[src/rtl/core/swa_pkg.sv]
// shared types and constants for the sliding window autoscale core
// no dependencies; imported by every module of the core but swa_ram
`timescale 1ns / 1ps
`default_nettype none
package swa_pkg;

	localparam int WINDOW_DEPTH = 80;
	localparam int ADDR_W = $clog2(WINDOW_DEPTH);
	localparam int CNT_W = $clog2(WINDOW_DEPTH + 1);
	localparam int FIELD_W = 18;
	localparam int PROD_W = 2 * FIELD_W;
	localparam int CFG_IDX_W = 2;

	localparam logic [FIELD_W-1:0] FIELD_MAX = 18'h3FFFF;
	localparam logic [FIELD_W-1:0] MARGIN_FLOOR_RST = 18'd100;
	localparam logic [FIELD_W-1:0] FULL_SCALE_RST = 18'h3FFFF;
	localparam logic [FIELD_W-1:0] MIN_HEIGHT_RST = 18'd100;

	// floor(x / 10) == (x * 209716) >> 21 for every 18-bit x
	localparam logic [FIELD_W-1:0] MARGIN_RECIP = 18'd209716;
	localparam int RECIP_SHIFT = 21;

	localparam logic [CFG_IDX_W-1:0] REG_MARGIN_FLOOR = 2'd0;
	localparam logic [CFG_IDX_W-1:0] REG_FULL_SCALE = 2'd1;
	localparam logic [CFG_IDX_W-1:0] REG_MIN_HEIGHT = 2'd2;

	typedef struct packed {
		logic [FIELD_W-1:0] red_sample;
		logic [FIELD_W-1:0] ir_sample;
	} swa_in_t;

	typedef struct packed {
		logic [FIELD_W-1:0] axis_low;
		logic [FIELD_W-1:0] axis_high;
		logic [FIELD_W-1:0] window_min;
		logic [FIELD_W-1:0] window_max;
	} swa_out_t;

	typedef struct packed {
		logic load;
		logic write;
		logic read;
		logic [ADDR_W-1:0] addr;
		logic mul;
		logic margin;
		logic axis;
		logic out_load;
	} swa_cmd_t;

	typedef struct packed {
		logic [CNT_W-1:0] fill_count;
	} swa_stat_t;

endpackage
`default_nettype wire

[src/rtl/core/sliding_window_autoscale_core.sv]
// sliding window min/max autoscale core, top level
// result path: the word passes the write, scan, drain, multiply, margin, axis
// and final states, the scan making one ram read per stored pair (1 up to 80)
// a new word is taken only once the sequencer has returned to idle from the last one
// reset: arst_n clears the window pointers, fill count and handshakes and
// loads the register defaults; the window ram needs no clearing pass
// depends on swa_pkg, swa_ctrl, swa_dp and swa_ram
`timescale 1ns / 1ps
`default_nettype none
module sliding_window_autoscale_core (
	input  wire logic                          clk,
	input  wire logic                          arst_n,
	// register write port
	input  wire logic                          cfg_we,
	input  wire logic [swa_pkg::CFG_IDX_W-1:0] cfg_addr,
	input  wire logic [swa_pkg::FIELD_W-1:0]   cfg_wdata,
	// sample word in
	input  wire logic                          in_valid,
	output      logic                          in_ready,
	input  wire swa_pkg::swa_in_t              in_data,
	// axis word out
	output      logic                          out_valid,
	input  wire logic                          out_ready,
	output      swa_pkg::swa_out_t             out_data
);
	import swa_pkg::*;

	swa_cmd_t cmd;
	swa_stat_t stat;

	// sequencer: one word at a time; the output register lets the next
	// word be taken while the previous result waits downstream
	swa_ctrl u_ctrl (
		.clk      (clk),
		.arst_n   (arst_n),
		.in_valid (in_valid),
		.in_ready (in_ready),
		.out_valid(out_valid),
		.out_ready(out_ready),
		.stat     (stat),
		.cmd      (cmd)
	);

	// window ram, ring pointers, scan and axis arithmetic
	swa_dp u_dp (
		.clk      (clk),
		.arst_n   (arst_n),
		.cfg_we   (cfg_we),
		.cfg_addr (cfg_addr),
		.cfg_wdata(cfg_wdata),
		.in_data  (in_data),
		.cmd      (cmd),
		.stat     (stat),
		.out_data (out_data)
	);

endmodule
`default_nettype wire

[src/rtl/core/swa_ram.sv]
// generic simple dual-port ram, one write and one registered read port
// no dependencies
`timescale 1ns / 1ps
`default_nettype none
module swa_ram #(
	parameter int WIDTH = 36,
	parameter int DEPTH = 80
) (
	input  wire logic                     clk,
	input  wire logic                     we,
	input  wire logic [$clog2(DEPTH)-1:0] waddr,
	input  wire logic [WIDTH-1:0]         wdata,
	input  wire logic                     re,
	input  wire logic [$clog2(DEPTH)-1:0] raddr,
	output      logic [WIDTH-1:0]         rdata
);

	logic [WIDTH-1:0] mem_q [DEPTH];

	always_ff @(posedge clk) begin
		if (we) begin
			mem_q[waddr] <= wdata;
		end
		if (re) begin
			rdata <= mem_q[raddr];
		end
	end

endmodule
`default_nettype wire

[src/rtl/core/swa_ctrl.sv]
// sequencer for one word: window write, scan, drain, multiply, margin, axis and output steps
// depends on swa_pkg
`timescale 1ns / 1ps
`default_nettype none
module swa_ctrl (
	input  wire logic               clk,
	input  wire logic               arst_n,
	input  wire logic               in_valid,
	output      logic               in_ready,
	output      logic               out_valid,
	input  wire logic               out_ready,
	input  wire swa_pkg::swa_stat_t stat,
	output      swa_pkg::swa_cmd_t  cmd
);
	import swa_pkg::*;

	typedef enum logic [2:0] {
		ST_IDLE,
		ST_WRITE,
		ST_SCAN,
		ST_DRAIN,
		ST_MUL,
		ST_MARGIN,
		ST_AXIS,
		ST_FINAL
	} state_t;

	state_t state_q;
	logic [ADDR_W-1:0] addr_q;
	logic scan_last;
	logic out_free;

	assign scan_last = (CNT_W'(addr_q) == stat.fill_count - CNT_W'(1));
	assign out_free = !out_valid || out_ready;
	assign in_ready = (state_q == ST_IDLE);

	always_comb begin
		cmd = '0;
		cmd.addr = addr_q;
		case (state_q)
			ST_IDLE:   cmd.load = in_valid;
			ST_WRITE:  cmd.write = 1'b1;
			ST_SCAN:   cmd.read = 1'b1;
			ST_DRAIN:  cmd.load = 1'b0;
			ST_MUL:    cmd.mul = 1'b1;
			ST_MARGIN: cmd.margin = 1'b1;
			ST_AXIS:   cmd.axis = 1'b1;
			ST_FINAL:  cmd.out_load = out_free;
			default:   cmd = '0;
		endcase
	end

	always_ff @(posedge clk or negedge arst_n) begin
		if (!arst_n) begin
			state_q <= ST_IDLE;
			addr_q <= '0;
			out_valid <= 1'b0;
		end else begin
			if (cmd.out_load) begin
				out_valid <= 1'b1;
			end else if (out_ready) begin
				out_valid <= 1'b0;
			end
			case (state_q)
				ST_IDLE: begin
					if (in_valid) begin
						state_q <= ST_WRITE;
					end
				end
				ST_WRITE: begin
					addr_q <= '0;
					state_q <= ST_SCAN;
				end
				ST_SCAN: begin
					if (scan_last) begin
						state_q <= ST_DRAIN;
					end else begin
						addr_q <= addr_q + ADDR_W'(1);
					end
				end
				ST_DRAIN:  state_q <= ST_MUL;
				ST_MUL:    state_q <= ST_MARGIN;
				ST_MARGIN: state_q <= ST_AXIS;
				ST_AXIS:   state_q <= ST_FINAL;
				ST_FINAL: begin
					if (out_free) begin
						state_q <= ST_IDLE;
					end
				end
				default: state_q <= ST_IDLE;
			endcase
		end
	end

endmodule
`default_nettype wire

[src/rtl/core/swa_dp.sv]
// datapath: sample window ram, ring pointers, min/max scan, axis arithmetic
// depends on swa_pkg and swa_ram
`timescale 1ns / 1ps
`default_nettype none
module swa_dp (
	input  wire logic                            clk,
	input  wire logic                            arst_n,
	input  wire logic                            cfg_we,
	input  wire logic [swa_pkg::CFG_IDX_W-1:0]   cfg_addr,
	input  wire logic [swa_pkg::FIELD_W-1:0]     cfg_wdata,
	input  wire swa_pkg::swa_in_t                in_data,
	input  wire swa_pkg::swa_cmd_t               cmd,
	output      swa_pkg::swa_stat_t              stat,
	output      swa_pkg::swa_out_t               out_data
);
	import swa_pkg::*;

	logic [FIELD_W-1:0] margin_floor_q, full_scale_q, min_height_q;
	swa_in_t in_q;
	logic [ADDR_W-1:0] slot_q;
	logic [CNT_W-1:0] fill_q;
	logic rd_s1;
	logic [2*FIELD_W-1:0] rd_data;
	logic [FIELD_W-1:0] rd_red, rd_ir;
	logic [FIELD_W-1:0] lo_q, hi_q;
	logic [FIELD_W-1:0] lo_a, lo_b, hi_a, hi_b;
	logic [PROD_W-1:0] prod_q;
	logic [FIELD_W-1:0] quot;
	logic [FIELD_W-1:0] margin_q;
	logic [FIELD_W:0] hi_sum;
	logic [FIELD_W-1:0] axis_lo_q, axis_hi_q;
	logic [FIELD_W:0] forced_sum;
	logic [FIELD_W-1:0] forced_hi;

	swa_ram #(
		.WIDTH(2 * FIELD_W),
		.DEPTH(WINDOW_DEPTH)
	) u_window (
		.clk  (clk),
		.we   (cmd.write),
		.waddr(slot_q),
		.wdata({in_q.red_sample, in_q.ir_sample}),
		.re   (cmd.read),
		.raddr(cmd.addr),
		.rdata(rd_data)
	);

	assign stat.fill_count = fill_q;
	assign rd_red = rd_data[2*FIELD_W-1:FIELD_W];
	assign rd_ir = rd_data[FIELD_W-1:0];

	// running extremes over both channels of one stored pair
	assign lo_a = (rd_ir < lo_q) ? rd_ir : lo_q;
	assign lo_b = (rd_red < lo_a) ? rd_red : lo_a;
	assign hi_a = (rd_ir > hi_q) ? rd_ir : hi_q;
	assign hi_b = (rd_red > hi_a) ? rd_red : hi_a;

	assign quot = FIELD_W'(prod_q >> RECIP_SHIFT);
	assign hi_sum = {1'b0, hi_q} + {1'b0, margin_q};
	assign forced_sum = {1'b0, axis_lo_q} + {1'b0, min_height_q};
	assign forced_hi = (forced_sum > {1'b0, FIELD_MAX}) ? FIELD_MAX
		: forced_sum[FIELD_W-1:0];

	always_ff @(posedge clk or negedge arst_n) begin
		if (!arst_n) begin
			margin_floor_q <= MARGIN_FLOOR_RST;
			full_scale_q <= FULL_SCALE_RST;
			min_height_q <= MIN_HEIGHT_RST;
			slot_q <= '0;
			fill_q <= '0;
			rd_s1 <= 1'b0;
		end else begin
			if (cfg_we) begin
				case (cfg_addr)
					REG_MARGIN_FLOOR: margin_floor_q <= cfg_wdata;
					REG_FULL_SCALE:   full_scale_q <= cfg_wdata;
					REG_MIN_HEIGHT:   min_height_q <= cfg_wdata;
					default:          ;
				endcase
			end
			if (cmd.write) begin
				slot_q <= (slot_q == ADDR_W'(WINDOW_DEPTH - 1)) ? '0
					: slot_q + ADDR_W'(1);
				if (fill_q != CNT_W'(WINDOW_DEPTH)) begin
					fill_q <= fill_q + CNT_W'(1);
				end
			end
			rd_s1 <= cmd.read;
		end
	end

	always_ff @(posedge clk) begin
		if (cmd.load) begin
			in_q <= in_data;
		end
		if (cmd.write) begin
			lo_q <= in_q.ir_sample;
			hi_q <= in_q.ir_sample;
		end else if (rd_s1) begin
			lo_q <= lo_b;
			hi_q <= hi_b;
		end
		if (cmd.mul) begin
			prod_q <= (hi_q - lo_q) * MARGIN_RECIP;
		end
		if (cmd.margin) begin
			margin_q <= (quot < margin_floor_q) ? margin_floor_q : quot;
		end
		if (cmd.axis) begin
			axis_lo_q <= (lo_q > margin_q) ? lo_q - margin_q : '0;
			axis_hi_q <= (hi_sum > {1'b0, full_scale_q}) ? full_scale_q
				: hi_sum[FIELD_W-1:0];
		end
		if (cmd.out_load) begin
			out_data.axis_low <= axis_lo_q;
			out_data.axis_high <= (axis_hi_q <= axis_lo_q) ? forced_hi : axis_hi_q;
			out_data.window_min <= lo_q;
			out_data.window_max <= hi_q;
		end
	end

endmodule
`default_nettype wire

[config.mk]
export PLATFORM = sky130hd
export DESIGN_NAME = sliding_window_autoscale_core
export DESIGN_NICKNAME = d
export VERILOG_FILES = /design/src/rtl/core/swa_pkg.sv /design/src/rtl/core/sliding_window_autoscale_core.sv /design/src/rtl/core/swa_ram.sv /design/src/rtl/core/swa_ctrl.sv /design/src/rtl/core/swa_dp.sv
export SDC_FILE = /design/constraint.sdc
export NUM_CORES = 2
export LEC_CHECK = 0
export ABC_CLOCK_PERIOD_IN_PS = 15540
export BUFFER_PORTS_ARGS = -buffer_cell sky130_fd_sc_hd__buf_2
export CAP_MARGIN = 15
export CORE_MARGIN = 4
export CORE_UTILIZATION = 30
export CTS_BUF_LIST = sky130_fd_sc_hd__clkbuf_16
export DETAILED_ROUTE_END_ITERATION = 10
export PLACE_DENSITY = 0.54
export SYNTH_ARGS = -nofsm -noshare
export SYNTH_HDL_FRONTEND = slang
export SYNTH_SLANG_ARGS = --single-unit
[constraint.sdc]
create_clock -name clk -period 15.54 [get_ports clk]
set_clock_uncertainty 0.2 [all_clocks]
set_input_delay 1.554 -clock clk [delete_from_list [all_inputs] [get_ports clk]]
set_output_delay 1.554 -clock clk [all_outputs]
set_load 0.02 [all_outputs]
---- Word-level counts from Yosys, hierarchy flattened ----
Memories as Yosys holds them, arrays and structs flattened. A register that Yosys moved wholly into a read port is not among the register bits.
Index checks and enable logic that the tools add are counted.
cells by class
  $add $sub $neg .......................... 8
  multiply operators ...................... 1
  order comparisons ....................... 9
  eq/ne operators ......................... 16
  mux-type cells .......................... 30
  reduce and logical (&&, ||, !) cells .... 13
operator list
  cell                                                  count
  2-to-1 mux 18 bit                                     11
  > comparator 18 bit                                   3
  adder 18 x 18 -> 19 bit                               2
  < comparator 18 bit                                   2
  multiplier 36 x 16 -> 34 bit, second input constant   1
  case mux 3 bit (8 select lines)                       1
  adder 7 x 1 -> 7 bit, second input constant           3
  > comparator 19 x 18 -> 1 bit                         1
  > comparator 19 x 18 -> 1 bit, second input constant  1
  subtractor 18 x 18 -> 19 bit                          1
  <= comparator 18 bit                                  1
  < comparator 15 x 18 -> 1 bit                         1
  subtractor 18 bit                                     1
  2-to-1 mux 15 bit                                     1
  2-to-1 mux 7 bit                                      2
  case mux 7 bit (2 select lines)                       1
  equality test 3 bit, second input constant            4
  2-to-1 mux 1 bit                                      11
  AND reduction 2 bit                                   5
  2-to-1 mux 3 bit                                      3
  equality test 7 bit                                   1
  equality test 7 bit, second input constant            1
  != test 7 bit, second input constant                  1
  subtractor 7 x 1 -> 7 bit, second input constant      1
  12 further kinds                                      17
storage, ports and cells
  register bits ........................... 312
  bits in writable memories ............... 2,880
  bits of input ports ..................... 61
  output and inout bits ................... 74
  word-level logic and storage cells ...... 100
  memories kept ........................... 1
memory list
  name                 depth  width  read ports  clocked after memory_dff  write ports  RTL line       text
  u_dp.u_window.mem_q  80     36     1           1                         1            swa_ram.sv:18  logic [WIDTH-1:0] mem_q [DEPTH];

---- Logic depth before layout (Yosys ltp) ----
  depth in word-level cells ............... 6
  gate-level depth with buffers ........... 34

---- By module ----
From an unflattened synthesis, not the netlist that was laid out.
unflattened totals
  cells, all modules ...................... 7,085
  area, all modules ....................... 134,990.7 um^2
by module, submodules not included
  module    times used  cells each  area each (um^2)  sequential area each (um^2)
  swa_ram   1           4,828       111,162.9         87,564.0
  swa_dp    1           2,162       23,002.1          8,152.8
  swa_ctrl  1           95          825.8             275.3

---- Worst setup path after synthesis ----
OpenSTA, ideal clock, no wires.
  path kind ............................... register to register
  from .................................... register u_dp.hi_q[0]
  to ...................................... register u_dp.prod_q[30], data pin
  library setup time ...................... 266 ps
  arrival ................................. 7,251 ps
  slack ................................... 7,823 ps
  stages on the path, launching flop included .. 28
  buffers on the path ..................... 0
  cell sequence ........................... edfxtp_1 > inv_1 > ha_1 > fa_1 > nor2b_1 > o21ai_0 > a21boi_0 > o211ai_1 > a21oi_1 > o21ai_0 > a21oi_1 > o21ai_0 > nor2b_1 > ha_1 > ha_1 > inv_1 > fa_1 > inv_1 > fa_1 > fa_1 > fa_1 > ha_1 > a21boi_0 > a21oi_1 > o31ai_1 > nor4_1 > nor3_1 > xor2_1
on the way
  word-level cells in the longest chain between the ends .. 2
ends and longest elaborated chain
  item                          RTL line       text
  start: declaration            swa_dp.sv:25   logic [FIELD_W-1:0] lo_q, hi_q;
  start signal: assignment      swa_dp.sv:98   hi_q <= in_q.ir_sample;
  start signal: assignment      swa_dp.sv:101  hi_q <= hi_b;
  subtractor 18 x 18 -> 19 bit  swa_dp.sv:104  prod_q <= (hi_q - lo_q) * MARGIN_RECIP;
  multiplier 36 x 16 -> 34 bit  swa_dp.sv:104
  end signal: assignment        swa_dp.sv:104
  end: declaration              swa_dp.sv:27   logic [PROD_W-1:0] prod_q;
No other way between the ends.
A chain may end at the register's enable or synchronous reset.

---- Final worst setup path ----
Ends and elaborated chain as after synthesis.

==> flow_metrics.tcl <==
set metrics [dict create \
    status "complete, no violations" \
    first_pass_grt_wire_length_um 523000 \
    hold_buf_cts 0 \
    max_stage_delay_ps 760 \
    hpwl_um 212000 \
    cp_data_arrival_time_ps 9650 \
    crit_slowest_cell "sky130_fd_sc_hd__xnor2_1" \
    drc_errors 0 \
    setup-violations-final 0 \
    finalCritPeriodShare_pct 59.6 \
    worst_hold_path.num_cells 0 \
    avgRoutedWirePerCell_um 28.1 \
    antenna_found_initial 27 \
    grt_overflow_total 0 \
    worstMarginPinSlew_ps 1150 \
    num_vias 67302 \
    synth_area_per_cell_um2 20.3 \
    critical_path.most_common_cell "sky130_fd_sc_hd__fa_1" \
    core_region_area_um2 445000 \
    die_width_um 677 \
    timing.hold.worst.class "flop to flop" \
    detailedRoute.firstIterationViolations 7962 \
    route.detailed.vias_per_inst 5.12 \
    netlist_instances 6606 \
    synth_seq_cells 3209 \
    nNetsFinal 7484 \
    gpl.final_weighted_congestion 0.848 \
    cts_buffer_depth 4 \
    cts_inserted_buffers 326 \
    synth_top_flop_cell "sky130_fd_sc_hd__edfxtp_1" \
    cap_violations 0 \
    n_fill_cell 41442 \
    initial_utilization_pct 30.1 \
    post-synth-top-area-cell "sky130_fd_sc_hd__edfxtp_1" \
    first_global_vias 68891 \
    final_hold_viol_count 0 \
    fin_tns_setup_ps 0 \
    core.rowCount 245 \
    period_needed_ps 9260 \
    drt-total-wl_um 370000 \
    path_class "flop to flop" \
    root_buffer "sky130_fd_sc_hd__clkbuf_16" \
    dpl.cell_count 12578 \
    antenna_left 0 \
    finish.cell_count_without_fillers 13152 \
    synth_area_um2 134000 \
    clock_sink_count 3209 \
    ys_async_sr_fraction_pct 2.49 \
    cts_setup_buffers 0 \
    setup.worst_path.end_class "flop" \
    timing.fmax_mhz 108 \
    synthTopCellsByArea "sky130_fd_sc_hd__edfxtp_1 70%, sky130_fd_sc_hd__mux4_2 15%, sky130_fd_sc_hd__ha_1 3.0%" \
    area_growth_pct 14.3 \
    die_area_um2 458000 \
    critical_path.max_fanout 5 \
    synth_top_cell_area_share_pct 70.0 \
    reg2reg_depth 28 \
    drt_pre_antenna_iters 6 \
    die-height_um 677 \
    port_buffers 134 \
    finalMaxSlewViolations 0 \
    timing.critical_path.required_ps 15930 \
    synth.yosys.seq_area_share_pct 71.5 \
    startpoint_class "flop" \
    synth_nets 7108 \
    yosysWarnings 0 \
    clock_tree.htree_level_count 5 \
    cts_tree "yes" \
    grt_max_degree 109 \
    layout-drive-gt1-share_pct 26.8 \
    synthDistinctLibCells 67 \
    groute.usage.overall_pct 15.7 \
    clk_transition_reported_paths_ps 60 \
    top_level_ports 135 \
    synth-edff-count 3129 \
    slew_headroom_pct 20.9 \
    clk_latency_ps 890 \
    rsz0062_at_grt "no" \
    ff_to_ff_setup_slack_ps 6280 \
    cts-resized-gates 0 \
]
-- Yosys cell counts (20+ instances only) --
cell type                  instances
sky130_fd_sc_hd__edfxtp_1       3129
sky130_fd_sc_hd__mux4_2          913
sky130_fd_sc_hd__inv_1           319
sky130_fd_sc_hd__ha_1            317
sky130_fd_sc_hd__nor2_1          238
sky130_fd_sc_hd__nand2_1         188
sky130_fd_sc_hd__clkbuf_1        177
sky130_fd_sc_hd__o21ai_0         137
sky130_fd_sc_hd__fa_1            124
sky130_fd_sc_hd__a21oi_1         103
sky130_fd_sc_hd__mux2_2           94
sky130_fd_sc_hd__xnor2_1          70
sky130_fd_sc_hd__buf_2            66
sky130_fd_sc_hd__a21o_1           63
sky130_fd_sc_hd__dfrtp_1          56
sky130_fd_sc_hd__nand4_1          50
sky130_fd_sc_hd__nor3_1           48
sky130_fd_sc_hd__mux2i_1          43
sky130_fd_sc_hd__nand3_1          42
sky130_fd_sc_hd__buf_1            40
sky130_fd_sc_hd__xor2_1           36
sky130_fd_sc_hd__nor2b_1          33
sky130_fd_sc_hd__a211oi_1         29
sky130_fd_sc_hd__and2_1           29
sky130_fd_sc_hd__a31oi_1          27
sky130_fd_sc_hd__or2_2            26
sky130_fd_sc_hd__dfstp_2          24
sky130_fd_sc_hd__o21a_1           20
-- routing by layer --
| layer | wire [µm] | global-route usage, % |
|---|---|---|
| met5 | 13 | 0 |
| met4 | 7970 | 3.47 |
| met3 | 24800 | 2.25 |
| met2 | 174000 | 25.1 |
| met1 | 163000 | 22.8 |
-- flip-flops by register name, summed over array words and instances (netlist names) --
register / cells
u_dp.hi_q: 18
u_dp.min_height_q: 18
u_dp.axis_hi_q: 18
u_dp.margin_q: 18
u_dp.out_data: 72
u_dp.in_q: 36
u_dp.margin_floor_q: 18
u_dp.rd_s1: 1
u_dp.prod_q: 15
u_dp.axis_lo_q: 18
u_dp.stat: 7
u_ctrl.state_q: 3
u_dp.slot_q: 7
u_ctrl.out_valid: 1
u_dp.lo_q: 18
u_dp.u_window.rdata: 36
u_dp.full_scale_q: 18
u_ctrl.addr_q: 7
u_dp.u_window.mem_q: 2880
-- cells by family (layout without fill, tap and decap cells) --
kind of cell / after synthesis / count (layout) / synth area share, %
flops: 3209 / 3209 / 71.5
mux: 1050 / 1050 / 16.4
simple gates: 717 / 717 / 2.50
buf+inv: 608 / 1223 / 1.79
compound gates: 475 / 475 / 2.26
fa+ha+maj: 441 / 441 / 4.81
xor+xnor: 106 / 106 / 0.692
other cells: 0 / 3 / 0
-- metrics by stage --
| step | instance area [µm²] | setup slack (ps) | hold slack, ps | util, % |
|---|---|---|---|---|
| 2_1_floorplan | 134000 | 7820 | 257 | - |
| 3_3_place_gp | 143000 | 6310 | 293 | 32.2 |
| 3_5_place_dp | 143000 | 6410 | 298 | 32.2 |
| 4_1_cts | 153000 | 6350 | 315 | 34.4 |
| 5_1_grt | 153000 | 5750 | 331 | 34.4 |
| 6_report | 153000 | 6280 | 306 | 34.4 |
-- critical path, delay by kind of cell (launching register included) --
family / cells / cell delay (ps)
adder cells (fa/ha/maj): 9 / 3660
flip-flops: 1 / 440
AND/OR/NAND/NOR: 5 / 650
AO/OA/AOI/OAI: 9 / 3010
XOR/XNOR: 2 / 850
buffers and inverters: 3 / 170
-- path summary, 6_finish.rpt --
kind,start,end
worst max-delay path,u_dp.hi_q[0],u_dp.prod_q[30]
worst min-delay path,u_dp.axis_lo_q[14],u_dp.out_data[68]
worst max register to register,u_dp.hi_q[0],u_dp.prod_q[30]
worst min register to register,u_dp.axis_lo_q[14],u_dp.out_data[68]
max in group asynchronous,arst_n,u_ctrl.addr_q[4]
min in group asynchronous,arst_n,u_dp.min_height_q[7]
-- area by class of cell --
class	instances	area [µm²]	share of cell area, %
Antenna cell	3	7.51	0.00489
Clock buffer	336	8410	5.48
Clock inverter	231	1540	1.01
Inverter	319	1200	0.781
Multi-Input combinational cell	2789	36500	23.8
Sequential cell	3209	96000	62.6
Tap cell	5928	7420	4.83
Timing Repair Buffer	337	2360	1.54
-- placed cells by master (no fill, tap or decap), drive strengths merged, types with 6 or more instances in the layout --
cell / instances
buf: 336
nor3b: 6
nor4: 11
bufinv: 18
and2: 29
edfxtp: 3129
and3: 8
a21o: 63
o211ai: 6
nand3: 42
ha: 317
nand4: 50
o311ai: 15
a31oi: 27
o21bai: 8
inv: 402
nand2: 188
nor2b: 33
nor2: 238
clkbuf: 337
or2: 26
a211oi: 29
nand2b: 18
xor2: 36
o21a: 20
a21oi: 103
dfrtp: 56
clkinv: 127
mux4: 913
mux2: 94
fa: 124
xnor2: 70
o22a: 19
mux2i: 43
dfstp: 24
nor3: 48
o21ai: 140
nand3b: 6
Power is left out: the tool's default activity adds up to more than one toggle a clock period on the data nets, which glitch-free logic cannot reach.
